**src/rtl/core/fpd_pkg.sv**
```systemverilog
`timescale 1ns / 1ps

package fpd_pkg;

    // Register field widths
    localparam int unsigned CLK_W   = 29;
    localparam int unsigned FREQ_W  = 28;
    localparam int unsigned MILLI_W = 11;
    localparam int unsigned CFG_W   = 29;
    localparam int unsigned INDEX_W = 2;

    // Result widths
    localparam int unsigned WHOLE_W  = 7;
    localparam int unsigned PERIOD_W = 32;

    // clock_hz * 1000 and freq_hz * 2000 both fit in 39 bits
    localparam int unsigned CLK_PROD_W  = 39;
    localparam int unsigned FREQ_PROD_W = 39;
    // positive divisor is below 2^40
    localparam int unsigned DEN_W = 40;

    localparam int unsigned CLK_SCALE  = 1000;
    localparam int unsigned FREQ_SCALE = 2000;

    localparam int unsigned DELAY_CYCLES        = 2;
    localparam int unsigned DEF_FRACTION_BITS   = 24;

    localparam logic [PERIOD_W-1:0] I32_MAX = 32'h7FFF_FFFF;
    localparam logic [WHOLE_W-1:0]  WHOLE_MAX = 7'd127;

    typedef enum logic [INDEX_W-1:0] {
        REG_CLOCK_HZ     = 2'd0,
        REG_FREQ_HZ      = 2'd1,
        REG_FREQ_MILLIHZ = 2'd2
    } reg_index_t;

    typedef enum logic [2:0] {
        ST_IDLE,
        ST_MUL,
        ST_PREP,
        ST_LOAD,
        ST_DIV,
        ST_CALC
    } state_t;

endpackage

```
**src/rtl/core/fpd_serial_div.sv**
```systemverilog
`timescale 1ns / 1ps

// Restoring divider, one quotient bit per cycle, MSB first.
module fpd_serial_div #(
    parameter int unsigned NUM_W = fpd_pkg::CLK_PROD_W + fpd_pkg::DEF_FRACTION_BITS,
    parameter int unsigned DEN_W = fpd_pkg::DEN_W
) (
    input  logic             clk,
    input  logic             rst_n,
    input  logic             start,
    input  logic [NUM_W-1:0] num,
    input  logic [DEN_W-1:0] den,
    output logic [NUM_W-1:0] quo,
    output logic             done
);

    localparam int unsigned CNT_W = $clog2(NUM_W);

    logic             busy_reg, busy_next;
    logic             done_reg, done_next;
    logic [CNT_W-1:0] cnt_reg, cnt_next;
    logic [DEN_W-1:0] rem_reg, rem_next;
    logic [DEN_W-1:0] den_reg, den_next;
    logic [NUM_W-1:0] shf_reg, shf_next;

    logic [DEN_W:0]   trial;
    logic             fits;

    always_comb
    begin
        trial     = {rem_reg, shf_reg[NUM_W-1]};
        fits      = (trial >= {1'b0, den_reg});
        busy_next = busy_reg;
        done_next = 1'b0;
        cnt_next  = cnt_reg;
        rem_next  = rem_reg;
        den_next  = den_reg;
        shf_next  = shf_reg;
        if (start)
        begin
            busy_next = 1'b1;
            cnt_next  = CNT_W'(NUM_W - 1);
            rem_next  = '0;
            den_next  = den;
            shf_next  = num;
        end
        else if (busy_reg)
        begin
            // shift one numerator bit in, subtract when it fits
            rem_next = fits ? DEN_W'(trial - {1'b0, den_reg}) : trial[DEN_W-1:0];
            shf_next = {shf_reg[NUM_W-2:0], fits};
            cnt_next = cnt_reg - 1'b1;
            if (cnt_reg == '0)
            begin
                busy_next = 1'b0;
                done_next = 1'b1;
            end
        end
    end

    always_ff @(posedge clk or negedge rst_n)
    begin
        if (!rst_n)
        begin
            busy_reg <= 1'b0;
            done_reg <= 1'b0;
            cnt_reg  <= '0;
        end
        else
        begin
            busy_reg <= busy_next;
            done_reg <= done_next;
            cnt_reg  <= cnt_next;
        end
    end

    always_ff @(posedge clk)
    begin
        rem_reg <= rem_next;
        den_reg <= den_next;
        shf_reg <= shf_next;
    end

    assign quo  = shf_reg;
    assign done = done_reg;

    a_rem_below_den: assert property (@(posedge clk) disable iff (!rst_n)
        busy_reg |-> (rem_reg < den_reg))
        else $error("divider remainder not below divisor");

    a_done_single: assert property (@(posedge clk) disable iff (!rst_n)
        done_reg |=> !done_reg)
        else $error("divider done held longer than one cycle");

    a_no_restart: assert property (@(posedge clk) disable iff (!rst_n)
        start |-> !busy_reg)
        else $error("divider started while busy");

endmodule

```
**src/rtl/core/fractional_period_divider.sv**
```systemverilog
`timescale 1ns / 1ps

// Fractional half-period generator. Each transfer on the input channel yields one
// result: the whole clock-cycle count of the next half-period, clamped to 0..127
// with out_of_range set when clamped, while an error accumulator carries the
// fraction from request to request (clear_error zeroes it first). The half-period
// round(clock_hz * 2^FRACTION_BITS * 1000 / (2000*freq_hz + 2*freq_millihz)) minus
// DELAY_Q (the fixed delay) is computed once, on the first request after reset or
// after any register write. That request passes through the setup states (MUL,
// PREP, LOAD) and the bit-serial restoring divider, then the accumulator step;
// a non-positive divisor skips the divider and saturates the period. Once the
// period is known a request goes straight from accept to the accumulator step,
// which adds into the output register, waiting while it is full and out_ready is low.
// Write registers only
// while no request is in flight.
module fractional_period_divider #(
    parameter int unsigned FRACTION_BITS = fpd_pkg::DEF_FRACTION_BITS
) (
    input  logic                          clk,
    input  logic                          rst_n,
    // configuration
    input  logic                          cfg_wr_en,
    input  logic [fpd_pkg::INDEX_W-1:0]   cfg_index,
    input  logic [fpd_pkg::CFG_W-1:0]     cfg_wdata,
    // request channel
    input  logic                          in_valid,
    output logic                          in_ready,
    input  logic                          clear_error,
    // result channel
    output logic                          out_valid,
    input  logic                          out_ready,
    output logic [fpd_pkg::WHOLE_W-1:0]   cycle_count,
    output logic                          out_of_range
);

    localparam int unsigned NUM_W = fpd_pkg::CLK_PROD_W + FRACTION_BITS;
    localparam int unsigned DEN_W = fpd_pkg::DEN_W;
    localparam int unsigned PW    = fpd_pkg::PERIOD_W;
    localparam int unsigned WW    = fpd_pkg::WHOLE_W;

    // fixed delay in fraction units, and the quotient above which the period saturates
    localparam logic [NUM_W-1:0] DELAY_Q   = NUM_W'(fpd_pkg::DELAY_CYCLES) << FRACTION_BITS;
    localparam logic [NUM_W-1:0] SAT_LIMIT = NUM_W'(fpd_pkg::I32_MAX) + DELAY_Q;

    fpd_pkg::state_t state_reg, state_next;

    // configuration registers
    logic [fpd_pkg::CLK_W-1:0]   clock_hz_reg, clock_hz_next;
    logic [fpd_pkg::FREQ_W-1:0]  freq_hz_reg, freq_hz_next;
    logic [fpd_pkg::MILLI_W-1:0] milli_reg, milli_next;

    // accumulator state
    logic [PW-1:0] period_reg, period_next;
    logic [PW-1:0] residual_reg, residual_next;
    logic          period_valid_reg, period_valid_next;

    // output register
    logic          out_valid_reg, out_valid_next;
    logic [WW-1:0] out_whole_reg, out_whole_next;
    logic          out_flag_reg, out_flag_next;

    // period setup pipeline
    logic [fpd_pkg::CLK_PROD_W-1:0]  prod_clk_reg, prod_clk_next;
    logic [fpd_pkg::FREQ_PROD_W-1:0] prod_frq_reg, prod_frq_next;
    logic signed [DEN_W:0]           denom_reg, denom_next;

    // divider
    logic             div_start;
    logic [NUM_W-1:0] div_num;
    logic [NUM_W-1:0] div_quo;
    logic             div_done;

    // accumulator step
    logic signed [PW:0] diff;
    logic signed [PW:0] whole_s;
    logic               whole_neg;
    logic               whole_big;

    assign div_num = (NUM_W'(prod_clk_reg) << FRACTION_BITS)
                   + NUM_W'(denom_reg[DEN_W-1:1]);

    assign diff      = $signed({period_reg[PW-1], period_reg})
                     - $signed({residual_reg[PW-1], residual_reg});
    assign whole_s   = diff >>> FRACTION_BITS;
    assign whole_neg = whole_s[PW];
    assign whole_big = !whole_neg && (|whole_s[PW-1:WW]);

    always_comb
    begin
        state_next        = state_reg;
        clock_hz_next     = clock_hz_reg;
        freq_hz_next      = freq_hz_reg;
        milli_next        = milli_reg;
        period_next       = period_reg;
        residual_next     = residual_reg;
        period_valid_next = period_valid_reg;
        out_valid_next    = out_valid_reg;
        out_whole_next    = out_whole_reg;
        out_flag_next     = out_flag_reg;
        prod_clk_next     = prod_clk_reg;
        prod_frq_next     = prod_frq_reg;
        denom_next        = denom_reg;
        div_start         = 1'b0;

        // drop the result once the consumer takes it
        if (out_valid_reg && out_ready)
        begin
            out_valid_next = 1'b0;
        end

        unique case (state_reg)
            fpd_pkg::ST_IDLE:
            begin
                if (in_valid)
                begin
                    if (clear_error)
                    begin
                        residual_next = '0;
                    end
                    state_next = period_valid_reg ? fpd_pkg::ST_CALC : fpd_pkg::ST_MUL;
                end
            end
            fpd_pkg::ST_MUL:
            begin
                // scale both operands; a register follows each product
                prod_clk_next = fpd_pkg::CLK_PROD_W'(clock_hz_reg)
                              * fpd_pkg::CLK_PROD_W'(fpd_pkg::CLK_SCALE);
                prod_frq_next = fpd_pkg::FREQ_PROD_W'(freq_hz_reg)
                              * fpd_pkg::FREQ_PROD_W'(fpd_pkg::FREQ_SCALE);
                state_next    = fpd_pkg::ST_PREP;
            end
            fpd_pkg::ST_PREP:
            begin
                // divisor = 2000*freq_hz + 2*freq_millihz, signed
                denom_next = $signed({{(DEN_W + 1 - fpd_pkg::FREQ_PROD_W){1'b0}}, prod_frq_reg})
                           + $signed({{(DEN_W - fpd_pkg::MILLI_W){milli_reg[fpd_pkg::MILLI_W-1]}},
                                      milli_reg, 1'b0});
                state_next = fpd_pkg::ST_LOAD;
            end
            fpd_pkg::ST_LOAD:
            begin
                if (denom_reg[DEN_W] || (denom_reg == '0))
                begin
                    // non-positive divisor: saturate, skip the divider
                    period_next       = fpd_pkg::I32_MAX;
                    period_valid_next = 1'b1;
                    state_next        = fpd_pkg::ST_CALC;
                end
                else
                begin
                    // numerator carries half the divisor for round-to-nearest
                    div_start  = 1'b1;
                    state_next = fpd_pkg::ST_DIV;
                end
            end
            fpd_pkg::ST_DIV:
            begin
                if (div_done)
                begin
                    period_next       = (div_quo > SAT_LIMIT) ? fpd_pkg::I32_MAX
                                                              : PW'(div_quo - DELAY_Q);
                    period_valid_next = 1'b1;
                    state_next        = fpd_pkg::ST_CALC;
                end
            end
            fpd_pkg::ST_CALC:
            begin
                // hold until the output register is free
                if (!out_valid_reg || out_ready)
                begin
                    out_valid_next = 1'b1;
                    if (whole_neg || whole_big)
                    begin
                        out_whole_next = whole_neg ? '0 : fpd_pkg::WHOLE_MAX;
                        out_flag_next  = 1'b1;
                        residual_next  = '0;
                    end
                    else
                    begin
                        out_whole_next = whole_s[WW-1:0];
                        out_flag_next  = 1'b0;
                        // new error is minus the dropped fraction
                        residual_next  = PW'(0) - PW'(diff[FRACTION_BITS-1:0]);
                    end
                    state_next = fpd_pkg::ST_IDLE;
                end
            end
            default:
            begin
                state_next = fpd_pkg::ST_IDLE;
            end
        endcase

        // the user must write registers only while idle (not enforced here); any known index forces a recompute
        if (cfg_wr_en)
        begin
            unique case (cfg_index)
                fpd_pkg::REG_CLOCK_HZ:
                begin
                    clock_hz_next     = cfg_wdata[fpd_pkg::CLK_W-1:0];
                    period_valid_next = 1'b0;
                end
                fpd_pkg::REG_FREQ_HZ:
                begin
                    freq_hz_next      = cfg_wdata[fpd_pkg::FREQ_W-1:0];
                    period_valid_next = 1'b0;
                end
                fpd_pkg::REG_FREQ_MILLIHZ:
                begin
                    milli_next        = cfg_wdata[fpd_pkg::MILLI_W-1:0];
                    period_valid_next = 1'b0;
                end
                default:
                begin
                end
            endcase
        end
    end

    always_ff @(posedge clk or negedge rst_n)
    begin
        if (!rst_n)
        begin
            state_reg        <= fpd_pkg::ST_IDLE;
            clock_hz_reg     <= fpd_pkg::CLK_W'(125000000);
            freq_hz_reg      <= fpd_pkg::FREQ_W'(7000000);
            milli_reg        <= '0;
            period_reg       <= '0;
            residual_reg     <= '0;
            period_valid_reg <= 1'b0;
            out_valid_reg    <= 1'b0;
            out_flag_reg     <= 1'b0;
        end
        else
        begin
            state_reg        <= state_next;
            clock_hz_reg     <= clock_hz_next;
            freq_hz_reg      <= freq_hz_next;
            milli_reg        <= milli_next;
            period_reg       <= period_next;
            residual_reg     <= residual_next;
            period_valid_reg <= period_valid_next;
            out_valid_reg    <= out_valid_next;
            out_flag_reg     <= out_flag_next;
        end
    end

    always_ff @(posedge clk)
    begin
        out_whole_reg <= out_whole_next;
        prod_clk_reg  <= prod_clk_next;
        prod_frq_reg  <= prod_frq_next;
        denom_reg     <= denom_next;
    end

    fpd_serial_div #(
        .NUM_W (NUM_W),
        .DEN_W (DEN_W)
    ) u_div (
        .clk   (clk),
        .rst_n (rst_n),
        .start (div_start),
        .num   (div_num),
        .den   (denom_reg[DEN_W-1:0]),
        .quo   (div_quo),
        .done  (div_done)
    );

    assign in_ready     = (state_reg == fpd_pkg::ST_IDLE);
    assign out_valid    = out_valid_reg;
    assign cycle_count  = out_whole_reg;
    assign out_of_range = out_flag_reg;

    a_residual_bound: assert property (@(posedge clk) disable iff (!rst_n)
        (residual_reg == '0)
        || ((&residual_reg[PW-1:FRACTION_BITS])
            && (residual_reg[FRACTION_BITS-1:0] != '0)))
        else $error("residual error outside one fraction unit");

    a_clamp_value: assert property (@(posedge clk) disable iff (!rst_n)
        (out_valid_reg && out_flag_reg)
        |-> ((out_whole_reg == '0) || (out_whole_reg == fpd_pkg::WHOLE_MAX)))
        else $error("clamped result is not at a range limit");

    a_div_done_state: assert property (@(posedge clk) disable iff (!rst_n)
        div_done |-> (state_reg == fpd_pkg::ST_DIV))
        else $error("divider finished outside the divide state");

    a_fast_path: assert property (@(posedge clk) disable iff (!rst_n)
        (in_valid && in_ready && period_valid_reg && !cfg_wr_en)
        |=> (state_reg == fpd_pkg::ST_CALC))
        else $error("known period did not go straight to the step");

endmodule
```
**config.mk**
```make
export PLATFORM = sky130hd
export DESIGN_NAME = fractional_period_divider
export DESIGN_NICKNAME = d
export VERILOG_FILES = /design/src/rtl/core/fpd_pkg.sv /design/src/rtl/core/fpd_serial_div.sv /design/src/rtl/core/fractional_period_divider.sv
export SDC_FILE = /design/constraint.sdc
export NUM_CORES = 1
export LEC_CHECK = 0
export BUFFER_PORTS_ARGS = -buffer_cell sky130_fd_sc_hd__buf_4
export CORE_MARGIN = 2
export CORE_UTILIZATION = 59
export CTS_CLUSTER_SIZE = 12
export DETAILED_ROUTE_END_ITERATION = 10
export PLACE_DENSITY = 0.82
export SYNTH_ARGS = -nofsm -noshare
export SYNTH_HDL_FRONTEND = slang
export SYNTH_SLANG_ARGS = --single-unit
```
**constraint.sdc**
```tcl
create_clock -name clk -period 7.1 [get_ports clk]
set_clock_uncertainty 0.15 [all_clocks]
set_input_delay 0.355 -clock clk [delete_from_list [all_inputs] [get_ports clk]]
set_output_delay 0.355 -clock clk [all_outputs]
set_load 0.02 [all_outputs]
```
==> parameters.txt <==
Parameter                              Value

Yosys
  Register bit count reported by yosys ... 399
  Count of flip-flops with a built-in enable after synthesis ... 220
  Post-synthesis instance area ... about 0.031 mm^2
  Async S/R FF share, synth ... 0.3484
  Register area share after synthesis ... 0.3486
  Total number of yosys warnings ... 0
  Net count after synthesis ... 3681
  Number of distinct library cell variants in the gate-level netlist after synthesis ... just over 90
  Average footprint of a synthesized cell ... between 9 and 10 um^2
  Gate Count Post-Synth ... approximately 3200
  Primary FF master, synth ... sky130_fd_sc_hd__edfxtp_1

Critical path
  Kind of end point of the critical path ... flop
  Type of element launching the critical path ... flop
  Worst Reg-to-Reg Cells ... 17
  Required time of the critical path ... approximately 7.4 ns
  Reg-to-Reg Start ... clock_hz_reg[1]$_DFFE_PN0P_
  Category of the most critical setup path ... flop to flop
  Beginning of the critical path ... clock_hz_reg[1]$_DFFE_PN0P_
  Data arrival time at the worst-slack endpoint ... 6.24 ns
  Critical-path maximum fanout ... 5
  FF-to-FF setup slack ... 1.14 ns
  Worst R2R End ... prod_clk_reg[36]$_DFFE_PP_

Floorplan
  DIE AREA ... about 0.055 mm^2
  Top Ports ... 47
  Vertical die dimension ... between 200 and 250 um
  Starting utilization of the core area ... 0.5960
  CORE AREA ... 0.05255 mm^2
  X dimension of the die ... about 230 um
  # rows ... 84

GRT
  Total congestion overflow after global routing ... 0
  Met2 routing resource usage after global routing ... 0.4648
  Number of antenna violations at the first check in global routing ... 1
  Met1 track demand over resource in global routing ... 0.3443
  First-pass GRT wire length ... between 100000 and 150000 um
  Most heavily used metal layer in global routing ... met2
  Global routing met3 resource utilization ... 0.03465
  GRT Overall Usage ... 0.2754
  Number of global-route vias before repair ... around 24000
  Maximum number of pins on one net before global-route repair ... slightly above 90

Clock network
  H-tree depth ... 2
  Number of sinks handled by clock tree synthesis ... about 400
  Number of buffers inserted by hold repair at cts ... 34
  Num CTS Buffers ... 45
  Post-CTS clock slew at the launch and capture registers of the worst setup and hold paths ... 0.06 ns
  Maximum buffer depth of the clock tree ... 3
  TritonCTS clock tree ... yes
  Clk Tree Root Cell ... sky130_fd_sc_hd__clkbuf_16
  Setup repair bufs after CTS ... 0
  Post-CTS Resized ... 0
  Worst-skew pair later-pin latency ... just under 0.6 ns

Layout
  Commonest cells after routing, fill and taps aside ... sky130_fd_sc_hd__inv_1, sky130_fd_sc_hd__nand2_1, sky130_fd_sc_hd__ha_1
  Share of cells above drive strength 1 ... 0.07220
  Most common cell after layout, fill and taps aside ... sky130_fd_sc_hd__inv_1
  Number of flip-flops under the largest register name ... between 60 and 70
  Area overhead of the layout relative to synthesis ... 8.993%
  Antenna diode count ... 0
  Number of nets in the finished design ... between 3000 and 4000

STA
  Maximum clock frequency ... between 150 and 200 MHz
  Slew @ Worst Pin ... roughly 1.3 ns
  Max-Slew Margin vs Limit ... 0.1661
  Final worst-path cycle share ... 0.8388
  Setup repair after global routing missed its margin ... no
  Setup TNS ... 0 ns
  Post-route minimum period ... 5.955 ns
  Number of max-slew violations in the final report ... 0
  Setup violations, final ... 0
  Final Hold Fails ... 0

Placement
  Detailed placement HPWL ... ~54000 um
  Final weighted congestion of routability-driven global placement ... about 0.9
  Port bufs ... 46

Drt
  Mean number of vias per cell ... approximately 5.9
  Number of routed nets with antenna violations ... 0
  Number of DRC violations after detailed-routing iteration 0 ... approximately 1800
  DRC viols ... 0
  DRT Wirelength ... 73400 um
  First-pass detailed-route iteration total ... 6
  Total number of vias ... approximately 23000
  Routed length per placed instance ... 18.68 um

Flow run
  Number of max-cap violations ... 0

Worst hold path
  Cells on Worst Hold Path ... 5
  Type of the tightest min-delay check ... primary input to flop
  Startpoint of the lowest-slack hold path ... in_valid
  Hold Path End ... state_reg[0]$_DFFE_PN0P_

Status
  Outcome ... finished, final reports clean
==> logic make-up after synthesis <==
| group | Yosys count | share of synthesized area |
|---|---|---|
| simple gates | 762 | 0.1154 |
| mux | 52 | 0.01834 |
| buf+inv | 507 | 0.06125 |
| flops | 399 | 0.3486 |
| compound gates | 735 | 0.1515 |
| fa+ha+maj | 492 | 0.2474 |
| xor+xnor | 205 | 0.05757 |
==> Yosys cell counts, types with 30 or more instances <==
cell type | n | area share
sky130_fd_sc_hd__edfxtp_1 | 220 | 0.21
sky130_fd_sc_hd__nand3_1 | 46 | 0.0074
sky130_fd_sc_hd__mux2_2 | 43 | 0.015
sky130_fd_sc_hd__xnor2_1 | 124 | 0.035
sky130_fd_sc_hd__nand2_1 | 325 | 0.039
sky130_fd_sc_hd__inv_1 | 417 | 0.050
sky130_fd_sc_hd__nor3_1 | 42 | 0.0067
sky130_fd_sc_hd__ha_1 | 280 | 0.11
sky130_fd_sc_hd__a21oi_1 | 178 | 0.028
sky130_fd_sc_hd__xor2_1 | 80 | 0.022
sky130_fd_sc_hd__clkbuf_1 | 78 | 0.0093
sky130_fd_sc_hd__fa_1 | 212 | 0.14
sky130_fd_sc_hd__o21ai_0 | 188 | 0.030
sky130_fd_sc_hd__dfxtp_1 | 40 | 0.026
sky130_fd_sc_hd__dfrtp_1 | 114 | 0.091
sky130_fd_sc_hd__a21o_1 | 92 | 0.022
sky130_fd_sc_hd__nor2_1 | 148 | 0.018
sky130_fd_sc_hd__nand4_1 | 30 | 0.0060
==> worst max-delay path by stage <==
| stage | slack [ns] | depth (start not counted) | endpoint |
|---|---|---|---|
| finish | 1.14 | 17 | prod_clk_reg[36]$_DFFE_PP_ |
| global route | 0.79 | 17 | prod_clk_reg[38]$_DFFE_PP_ |
| CTS | 1.21 | 17 | prod_clk_reg[38]$_DFFE_PP_ |
| detailed placement | 1.23 | 17 | prod_clk_reg[38]$_DFFE_PP_ |
| global placement | 1.39 | 17 | prod_clk_reg[38]$_DFFE_PP_ |
| floorplan | 0.44 | 3 | state_reg[1]$_DFFE_PN0P_ |
==> critical path, stage by stage, from the launching register on <==
cell	delay [ns]
sky130_fd_sc_hd__dfrtp_1	0.47
sky130_fd_sc_hd__inv_1	0.12
sky130_fd_sc_hd__fa_1	0.59
sky130_fd_sc_hd__fa_1	0.45
sky130_fd_sc_hd__fa_1	0.52
sky130_fd_sc_hd__inv_1	0.05
sky130_fd_sc_hd__fa_1	0.45
sky130_fd_sc_hd__ha_1	0.37
sky130_fd_sc_hd__o21ai_0	0.13
sky130_fd_sc_hd__o2111ai_1	0.31
sky130_fd_sc_hd__a31oi_1	0.19
sky130_fd_sc_hd__nor3_1	0.34
sky130_fd_sc_hd__o311ai_0	0.25
sky130_fd_sc_hd__a21oi_1	0.31
sky130_fd_sc_hd__o2111ai_1	0.22
sky130_fd_sc_hd__nand2_1	0.16
sky130_fd_sc_hd__or4b_2	0.60
sky130_fd_sc_hd__o211ai_1	0.11
==> stage by stage <==
step	utilization	area (um^2)	setup WS, ns	std cells	hold WS (ns)
6_report	0.6495	34130	1.145	3929	0.1373
3_5_place_dp	0.6151	32320	1.231	3813	0.2551
3_3_place_gp	0.6151	32320	1.391	3813	0.2524
5_1_grt	0.6495	34130	0.7888	3929	0.1661
4_1_cts	0.6495	34130	1.212	3929	0.1164
2_1_floorplan	-	31320	0.4400	3152	-0.09059
==> per-layer routing <==
layer,wire length (um),vias to the layer above,part of all wire
li1,-,11053,-
met1,30410,11276,0.41
met2,35160,750,0.48
met3,3584,241,0.049
met4,4239,2,0.058
met5,13,-,0.00018
==> final cells by class <==
class / instances / area (um^2)
Inverter: 419 / 1573
Clock buffer: 64 / 1259
Tap cell: 688 / 860.8
Multi-Input combinational cell: 2246 / 18510
Sequential cell: 399 / 10920
Timing Repair Buffer: 95 / 802.0
Fill cell: 3964 / 18420
Clock inverter: 18 / 210.2
Power is not shown: default switching activity piles up to over one toggle a cycle in this logic, so the estimate is an artifact.
